File: src/design/secded_pkg.sv
package secded_pkg;

    localparam int DATA_BYTES_DEF = 8;

    typedef enum logic {
        REQ_ENCODE = 1'b0,
        REQ_CHECK  = 1'b1
    } t_req;

    typedef enum logic [1:0] {
        ST_OK    = 2'd0,
        ST_FIXED = 2'd1,
        ST_FAIL  = 2'd2
    } t_status;

    typedef struct packed {
        t_req        req;
        logic [63:0] data;
        logic [7:0]  parity;
    } t_req_word;

    typedef struct packed {
        t_req        req;
        logic [63:0] data;
        logic [7:0]  stored;
        logic [6:0]  hbits;
        logic        dpar;
    } t_enc_word;

    typedef struct packed {
        logic [63:0] data;
        logic [7:0]  parity;
        t_status     status;
        logic [3:0]  err_byte;
        logic        flip;
        logic [5:0]  flip_bit;
    } t_fix_word;

    typedef struct packed {
        logic [63:0] data;
        logic [7:0]  parity;
        t_status     status;
        logic [3:0]  err_byte;
    } t_rsp_word;

    // code position of data bit k (MSB first), powers of two skipped
    function automatic logic [6:0] code_pos(input logic [6:0] k);
        logic [6:0] p;
        p = k + 7'd3;
        if (p >= 7'd4)  p = p + 7'd1;
        if (p >= 7'd8)  p = p + 7'd1;
        if (p >= 7'd16) p = p + 7'd1;
        if (p >= 7'd32) p = p + 7'd1;
        if (p >= 7'd64) p = p + 7'd1;
        return p;
    endfunction

    // inverse of code_pos for a non power of two position >= 3
    function automatic logic [6:0] pos_index(input logic [6:0] syn);
        logic [2:0] c;
        logic [6:0] k;
        c = 3'd0;
        for (int i = 0; i < 7; i++) begin
            if (syn >= (7'd1 << i)) c = c + 3'd1;
        end
        k = syn - 7'd1 - {4'd0, c};
        return k;
    endfunction

endpackage

File: src/design/secded_enc.sv
module secded_enc
    import secded_pkg::*;
#(
    parameter int DATA_BYTES = DATA_BYTES_DEF
) (
    input  logic      i_clk,
    input  logic      i_rst_n,
    input  logic      i_valid,
    output logic      o_ready,
    input  t_req_word i_word,
    output logic      o_valid,
    input  logic      i_ready,
    output t_enc_word o_word
);

    localparam logic [63:0] DATA_MASK = {64{1'b1}} << (64 - 8 * DATA_BYTES);

    logic      r_valid;
    t_enc_word r_word;
    t_enc_word n_word;

    assign o_ready = !r_valid || i_ready;
    assign o_valid = r_valid;
    assign o_word  = r_word;

    always_comb begin
        n_word.req    = i_word.req;
        n_word.data   = i_word.data & DATA_MASK;
        n_word.stored = i_word.parity;
        n_word.dpar   = ^n_word.data;
        n_word.hbits  = 7'h7F;
        for (int k = 0; k < 64; k++) begin
            if (n_word.data[63 - k]) n_word.hbits = n_word.hbits ^ code_pos(7'(k));
        end
    end

    always_ff @(posedge i_clk) begin
        if (!i_rst_n) begin
            r_valid <= 1'b0;
        end else if (o_ready) begin
            r_valid <= i_valid;
        end
    end

    always_ff @(posedge i_clk) begin
        if (o_ready && i_valid) begin
            r_word <= n_word;
        end
    end

endmodule

File: src/design/secded_syn.sv
module secded_syn
    import secded_pkg::*;
#(
    parameter int DATA_BYTES = DATA_BYTES_DEF
) (
    input  logic      i_clk,
    input  logic      i_rst_n,
    input  logic      i_valid,
    output logic      o_ready,
    input  t_enc_word i_word,
    output logic      o_valid,
    input  logic      i_ready,
    output t_fix_word o_word
);

    localparam logic [6:0] DATA_BITS = 7'(8 * DATA_BYTES);
    localparam logic [3:0] ERR_PAR   = 4'(DATA_BYTES);

    logic      r_valid;
    t_fix_word r_word;
    t_fix_word n_word;

    logic       test7;
    logic       new7;
    logic [6:0] syn;
    logic [6:0] k;
    logic       syn_pow2;
    logic       k_valid;

    assign o_ready = !r_valid || i_ready;
    assign o_valid = r_valid;
    assign o_word  = r_word;

    always_comb begin
        test7    = ~i_word.dpar ^ (^i_word.hbits);
        syn      = i_word.hbits ^ i_word.stored[6:0];
        syn_pow2 = (syn & (syn - 7'd1)) == 7'd0;
        k        = pos_index(syn);
        k_valid  = k < DATA_BITS;
        // overall bit after flipping the data bit at position syn
        new7     = test7 ^ ~(^syn);

        n_word.data     = i_word.data;
        n_word.parity   = i_word.stored;
        n_word.status   = ST_OK;
        n_word.err_byte = 4'd0;
        n_word.flip     = 1'b0;
        n_word.flip_bit = ~k[5:0];

        priority if (i_word.req == REQ_ENCODE) begin
            n_word.parity = {test7, i_word.hbits};
        end else if (syn == 7'd0) begin
            if (test7 != i_word.stored[7]) begin
                n_word.parity[7] = ~i_word.stored[7];
                n_word.status    = ST_FIXED;
                n_word.err_byte  = ERR_PAR;
            end
        end else if (syn_pow2) begin
            n_word.parity[6:0] = i_word.stored[6:0] ^ syn;
            if (test7 != i_word.stored[7]) begin
                n_word.status = ST_FAIL;
            end else begin
                n_word.status   = ST_FIXED;
                n_word.err_byte = ERR_PAR;
            end
        end else if (k_valid) begin
            n_word.flip = 1'b1;
            if (new7 != i_word.stored[7]) begin
                n_word.status = ST_FAIL;
            end else begin
                n_word.status   = ST_FIXED;
                n_word.err_byte = {1'b0, k[5:3]};
            end
        end else begin
            n_word.status = ST_FAIL;
        end
    end

    always_ff @(posedge i_clk) begin
        if (!i_rst_n) begin
            r_valid <= 1'b0;
        end else if (o_ready) begin
            r_valid <= i_valid;
        end
    end

    always_ff @(posedge i_clk) begin
        if (o_ready && i_valid) begin
            r_word <= n_word;
        end
    end

endmodule

File: src/design/secded_fix.sv
module secded_fix
    import secded_pkg::*;
(
    input  logic      i_clk,
    input  logic      i_rst_n,
    input  logic      i_valid,
    output logic      o_ready,
    input  t_fix_word i_word,
    output logic      o_valid,
    input  logic      i_ready,
    output t_rsp_word o_word
);

    logic      r_valid;
    t_rsp_word r_word;
    t_rsp_word n_word;

    assign o_ready = !r_valid || i_ready;
    assign o_valid = r_valid;
    assign o_word  = r_word;

    always_comb begin
        n_word.data     = i_word.data ^ ({63'd0, i_word.flip} << i_word.flip_bit);
        n_word.parity   = i_word.parity;
        n_word.status   = i_word.status;
        n_word.err_byte = i_word.err_byte;
    end

    always_ff @(posedge i_clk) begin
        if (!i_rst_n) begin
            r_valid <= 1'b0;
        end else if (o_ready) begin
            r_valid <= i_valid;
        end
    end

    always_ff @(posedge i_clk) begin
        if (o_ready && i_valid) begin
            r_word <= n_word;
        end
    end

endmodule

File: src/design/secded_72_64_codec_top.sv
// SECDED (72,64) encoder / checker, one word per cycle.
// Slave stream: tdata carries the data word and the stored parity byte,
// tuser selects encode (0) or check and correct (1).
// Master stream: tdata carries the data word (corrected on check), the
// parity byte (computed on encode, corrected on check), a status code
// (no error, single error fixed, double or uncorrectable) and the index
// of the fixed byte (DATA_BYTES for the parity byte).
// Parity generation, syndrome decode and bit correction each own a register
// stage between an accepted word and o_m_tvalid.
// Throughput is one word per cycle; every stage is a register with its own
// valid bit and loads whenever it is empty or its contents move on.
// When the receiver holds i_m_tready low the pipeline fills and then
// o_s_tready drops; no word is dropped or repeated.
// Reset clears the valid bits only; the pipeline comes out empty.
// DATA_BYTES sets how many high bytes of the data word are covered; lower
// bytes are returned as zero.
module secded_72_64_codec_top
    import secded_pkg::*;
#(
    parameter int DATA_BYTES = DATA_BYTES_DEF
) (
    input  logic        i_clk,
    input  logic        i_rst_n,
    input  logic        i_s_tvalid,
    output logic        o_s_tready,
    input  logic [71:0] i_s_tdata,   // data_in[63:0], parity_in[71:64]
    input  logic [0:0]  i_s_tuser,   // req_type[0]
    output logic        o_m_tvalid,
    input  logic        i_m_tready,
    output logic [79:0] o_m_tdata    // data_out[63:0], parity_out[71:64],
                                     // status[73:72], err_byte[77:74], zero
);

    t_req_word in_word;
    t_enc_word enc_word;
    t_fix_word fix_word;
    t_rsp_word rsp_word;

    logic enc_valid;
    logic enc_ready;
    logic fix_valid;
    logic fix_ready;

    assign in_word.req    = t_req'(i_s_tuser[0]);
    assign in_word.data   = i_s_tdata[63:0];
    assign in_word.parity = i_s_tdata[71:64];

    secded_enc #(
        .DATA_BYTES(DATA_BYTES)
    ) u_enc (
        .i_clk   (i_clk),
        .i_rst_n (i_rst_n),
        .i_valid (i_s_tvalid),
        .o_ready (o_s_tready),
        .i_word  (in_word),
        .o_valid (enc_valid),
        .i_ready (enc_ready),
        .o_word  (enc_word)
    );

    secded_syn #(
        .DATA_BYTES(DATA_BYTES)
    ) u_syn (
        .i_clk   (i_clk),
        .i_rst_n (i_rst_n),
        .i_valid (enc_valid),
        .o_ready (enc_ready),
        .i_word  (enc_word),
        .o_valid (fix_valid),
        .i_ready (fix_ready),
        .o_word  (fix_word)
    );

    secded_fix u_fix (
        .i_clk   (i_clk),
        .i_rst_n (i_rst_n),
        .i_valid (fix_valid),
        .o_ready (fix_ready),
        .i_word  (fix_word),
        .o_valid (o_m_tvalid),
        .i_ready (i_m_tready),
        .o_word  (rsp_word)
    );

    assign o_m_tdata = {2'b00, rsp_word.err_byte, rsp_word.status,
                        rsp_word.parity, rsp_word.data};

endmodule

File: config.mk
export PLATFORM = sky130hd
export DESIGN_NAME = secded_72_64_codec_top
export DESIGN_NICKNAME = d
export VERILOG_FILES = /design/src/design/secded_pkg.sv /design/src/design/secded_enc.sv /design/src/design/secded_syn.sv /design/src/design/secded_fix.sv /design/src/design/secded_72_64_codec_top.sv
export SDC_FILE = /design/constraint.sdc
export NUM_CORES = 1
export LEC_CHECK = 0
export ABC_AREA = 1
export BUFFER_PORTS_ARGS = -buffer_cell sky130_fd_sc_hd__buf_2
export CAP_MARGIN = 20
export CORE_MARGIN = 1.5
export CORE_UTILIZATION = 59
export DETAILED_ROUTE_END_ITERATION = 10
export GPL_ROUTABILITY_DRIVEN = 0
export HOLD_SLACK_MARGIN = 0.08
export PLACE_DENSITY_LB_ADDON = 0.2
export SLEW_MARGIN = 0
export SYNTH_ARGS = -nofsm -noshare
export SYNTH_HDL_FRONTEND = slang
export SYNTH_HIERARCHICAL = 1
export SYNTH_SLANG_ARGS = --single-unit
File: constraint.sdc
create_clock -name i_clk -period 6.8 [get_ports i_clk]
set_clock_uncertainty 0.2 [all_clocks]
set_input_delay 1.36 -clock i_clk [delete_from_list [all_inputs] [get_ports i_clk]]
set_output_delay 1.36 -clock i_clk [all_outputs]
set_load 0.01 [all_outputs]
==> results.ini <==
[clocking]
path_clk_slew_ps = 60
clkSinkCount = 247
numCtsBuffers = 26
clockBufferDepth = 3
clock_latency_ps = 530
post_cts_buffers = 0
cts_tree = yes
htree_levels = 1
cts_resized = 0
cts-hold-fix-buffers = 0
root_buffer = clkbuf_16

[logic_synthesis]
yosysMostFrequentCell = nand2_1
ys_seq_area_share_pct = 53.10
yosysTopAreaCellShare_pct = 52.67
synthArstFlopShare_pct = 0
synth_cell_types = 46
ys.flop_type = edfxtp_1
syn_inst = 1602
synth_common_cells = nand2_1 (637), edfxtp_1 (244), inv_1 (203)
syn_area_per_cell_sq_um = 8.683
synth.largest_area_cell = edfxtp_1
netlist_top_cells_area = edfxtp_1 (53%), nand2_1 (17%), inv_1 (5.5%)
synth-edff-count = 244
yosys_register_bits = 247
yosysWarningCount = 6
synth_area_sq_um = 13910

[flow_run]
drv_cap = 0

[floorplanning]
start_util_pct = 59.62
die_area_sq_um = 24510
core_region_area_sq_um = 23330
rows = 56
io_pins = 159
chipWidth_um = 156.6
die_h_um = 156.6

[detailed_routing]
routed_wl_mm = 33.26
drt_iter0_drc = 1115
vias = 11260
antenna_left = 0
avgViaCountPerCell = 5.375
drc = 1
drt-pass1-iter-count = 8
wl_per_cell_um = 15.88

[place]
portBuffers = 156
dpl.cell_count = 2046
post_dp_cell_area_sq_um = 14990
dp_hpwl_mm = 25.01
place_ws_ps = 1036

[pwr]
power.density_nw_per_um2 = 294.4
leakage_nw = 7.553
vdd_drop_max_mv = 0.2077
power_mw = 4.684

[sta]
hold_violations = 0
slew_viol_final = 0
tns_ps = 0
whs_ps = 214.3
tightestPinTransition_ps = 1098
rsz0062_at_grt = false
final.period_utilization_pct = 87.41
layout_setup_ws_ps = 856.4
max_freq_mhz = 168.2
period_minus_slack_ps = 5944
setup_viol_count_final = 0
slew_headroom_pct = 26.78

[status]
status = finished, violations left
violations = DRC

[setup_path]
crit_path_top_delay_cell = edfxtp_1
rrSetupSlack_ps = 860
slowest_delay_ps = 500
crit_path_start_kind = flip-flop
crit_required_ps = 6880
worstPathArrival_ps = 6020
cpMostUsedCell = nand2_1
ff2ff_path_depth = 36
crit_type = reg2reg
cp-end-kind = flip-flop
worst-path-max-fanout = 11

[finish]
drive_gt1_share_pct = 16.06
syn2layout_area_growth_pct = 14.36
multi_input_area_sq_um = 5538
nNetsFinal = 1856
stdcell_count = 2095
nFillCells = 1832
ff_latch_area_sq_um = 7387
final_core_util_pct = 68.18
fin_area_sq_um = 15910

[global_routing]
grt_use_total_pct = 27.40
grt_max_degree = 82
grt-ovfl-total = 0
antenna_found_initial = 1
grt_pass1_wl_mm = 51.41
grt_pass1_vias = 9953

[worst_hold_path]
holdPathStages = 0
hold_class = reg2reg

[cells in the final DEF (no fill, tap or decap), drive strengths merged]
master      n
nand2     672
buf       162
nand4      89
nor2       75
a31oi       1
nand3b      4
a21oi       5
ha         23
nand3     118
clkbuf     33
clkinv      6
xor2       39
nor3        3
edfxtp    244
o21ai      11
fa          1
bufinv      5
clkinvlp    3
nor4        1
or2         5
mux2        1
a21o        2
xnor2      40
dfxtp       3
a21boi      3
conb        2
inv       222
a211oi      1
diode       1
nor3b       1
[registers in the layout, indices dropped and copies added, names as in the netlist]
name / cells
u_enc/o_valid: 1
u_enc/o_word: 81
u_fix/o_valid: 1
u_fix/o_word: 78
u_syn/o_valid: 1
u_syn/o_word: 85
[metal layers]
metal	up-vias	global-route usage [%]	wire (um)
met2	535	44.25	15300
met5	-	0	0
li1	5509	-	-
met4	0	9.070	911
met3	69	3.600	2705
met1	5147	38.52	14350
[path summary, 6_finish.rpt]
check / from / to
worst min-delay path: u_enc/o_word[30] / u_syn/o_word[35]
worst max register to register: u_enc/o_word[3] / u_syn/o_word[9]
worst max-delay path: u_enc/o_word[3] / u_syn/o_word[9]
worst min register to register: u_enc/o_word[30] / u_syn/o_word[35]
[area by class of cell]
class | instances | area share [%]
Sequential cell | 247 | 46.44
Tap cell | 319 | 2.509
Inverter | 221 | 5.278
Antenna cell | 1 | 0.01573
Clock buffer | 33 | 4.389
Clock inverter | 15 | 1.369
Multi-Input combinational cell | 1097 | 34.81
Timing Repair Buffer | 162 | 5.191
[critical path, delay by kind of cell (launching register included)]
kind / cells / cell delay (ps)
AOI/OAI and AO/OA: 2 / 540
xor gates and xnor gates: 3 / 810
buffers and inverters: 4 / 260
DFF: 1 / 500
and+or+nand+nor: 21 / 1830
adders and majority gates: 6 / 1570
[report_power, final]
group | switching (mW) | total [mW] | internal [mW]
clock | 0.567 | 1.49 | 0.922
sequential | 0.0886 | 1.91 | 1.82
combinational | 0.894 | 1.28 | 0.388
[kinds of logic (layout without fill, tap and decap cells)]
logic type      count (synthesis)  after routing  share of synthesized area (%)
simple gates                  968            968                          31.03
xor+xnor                       79             79                          5.217
compound gates                 23             23                         0.9713
other cells                     1              3                        0.02696
mux                             1              1                        0.08094
flops                         247            247                          53.10
fa+ha+maj                      24             24                          2.213
buf+inv                       259            431                          7.357
(Power assumes the default switching activity.)
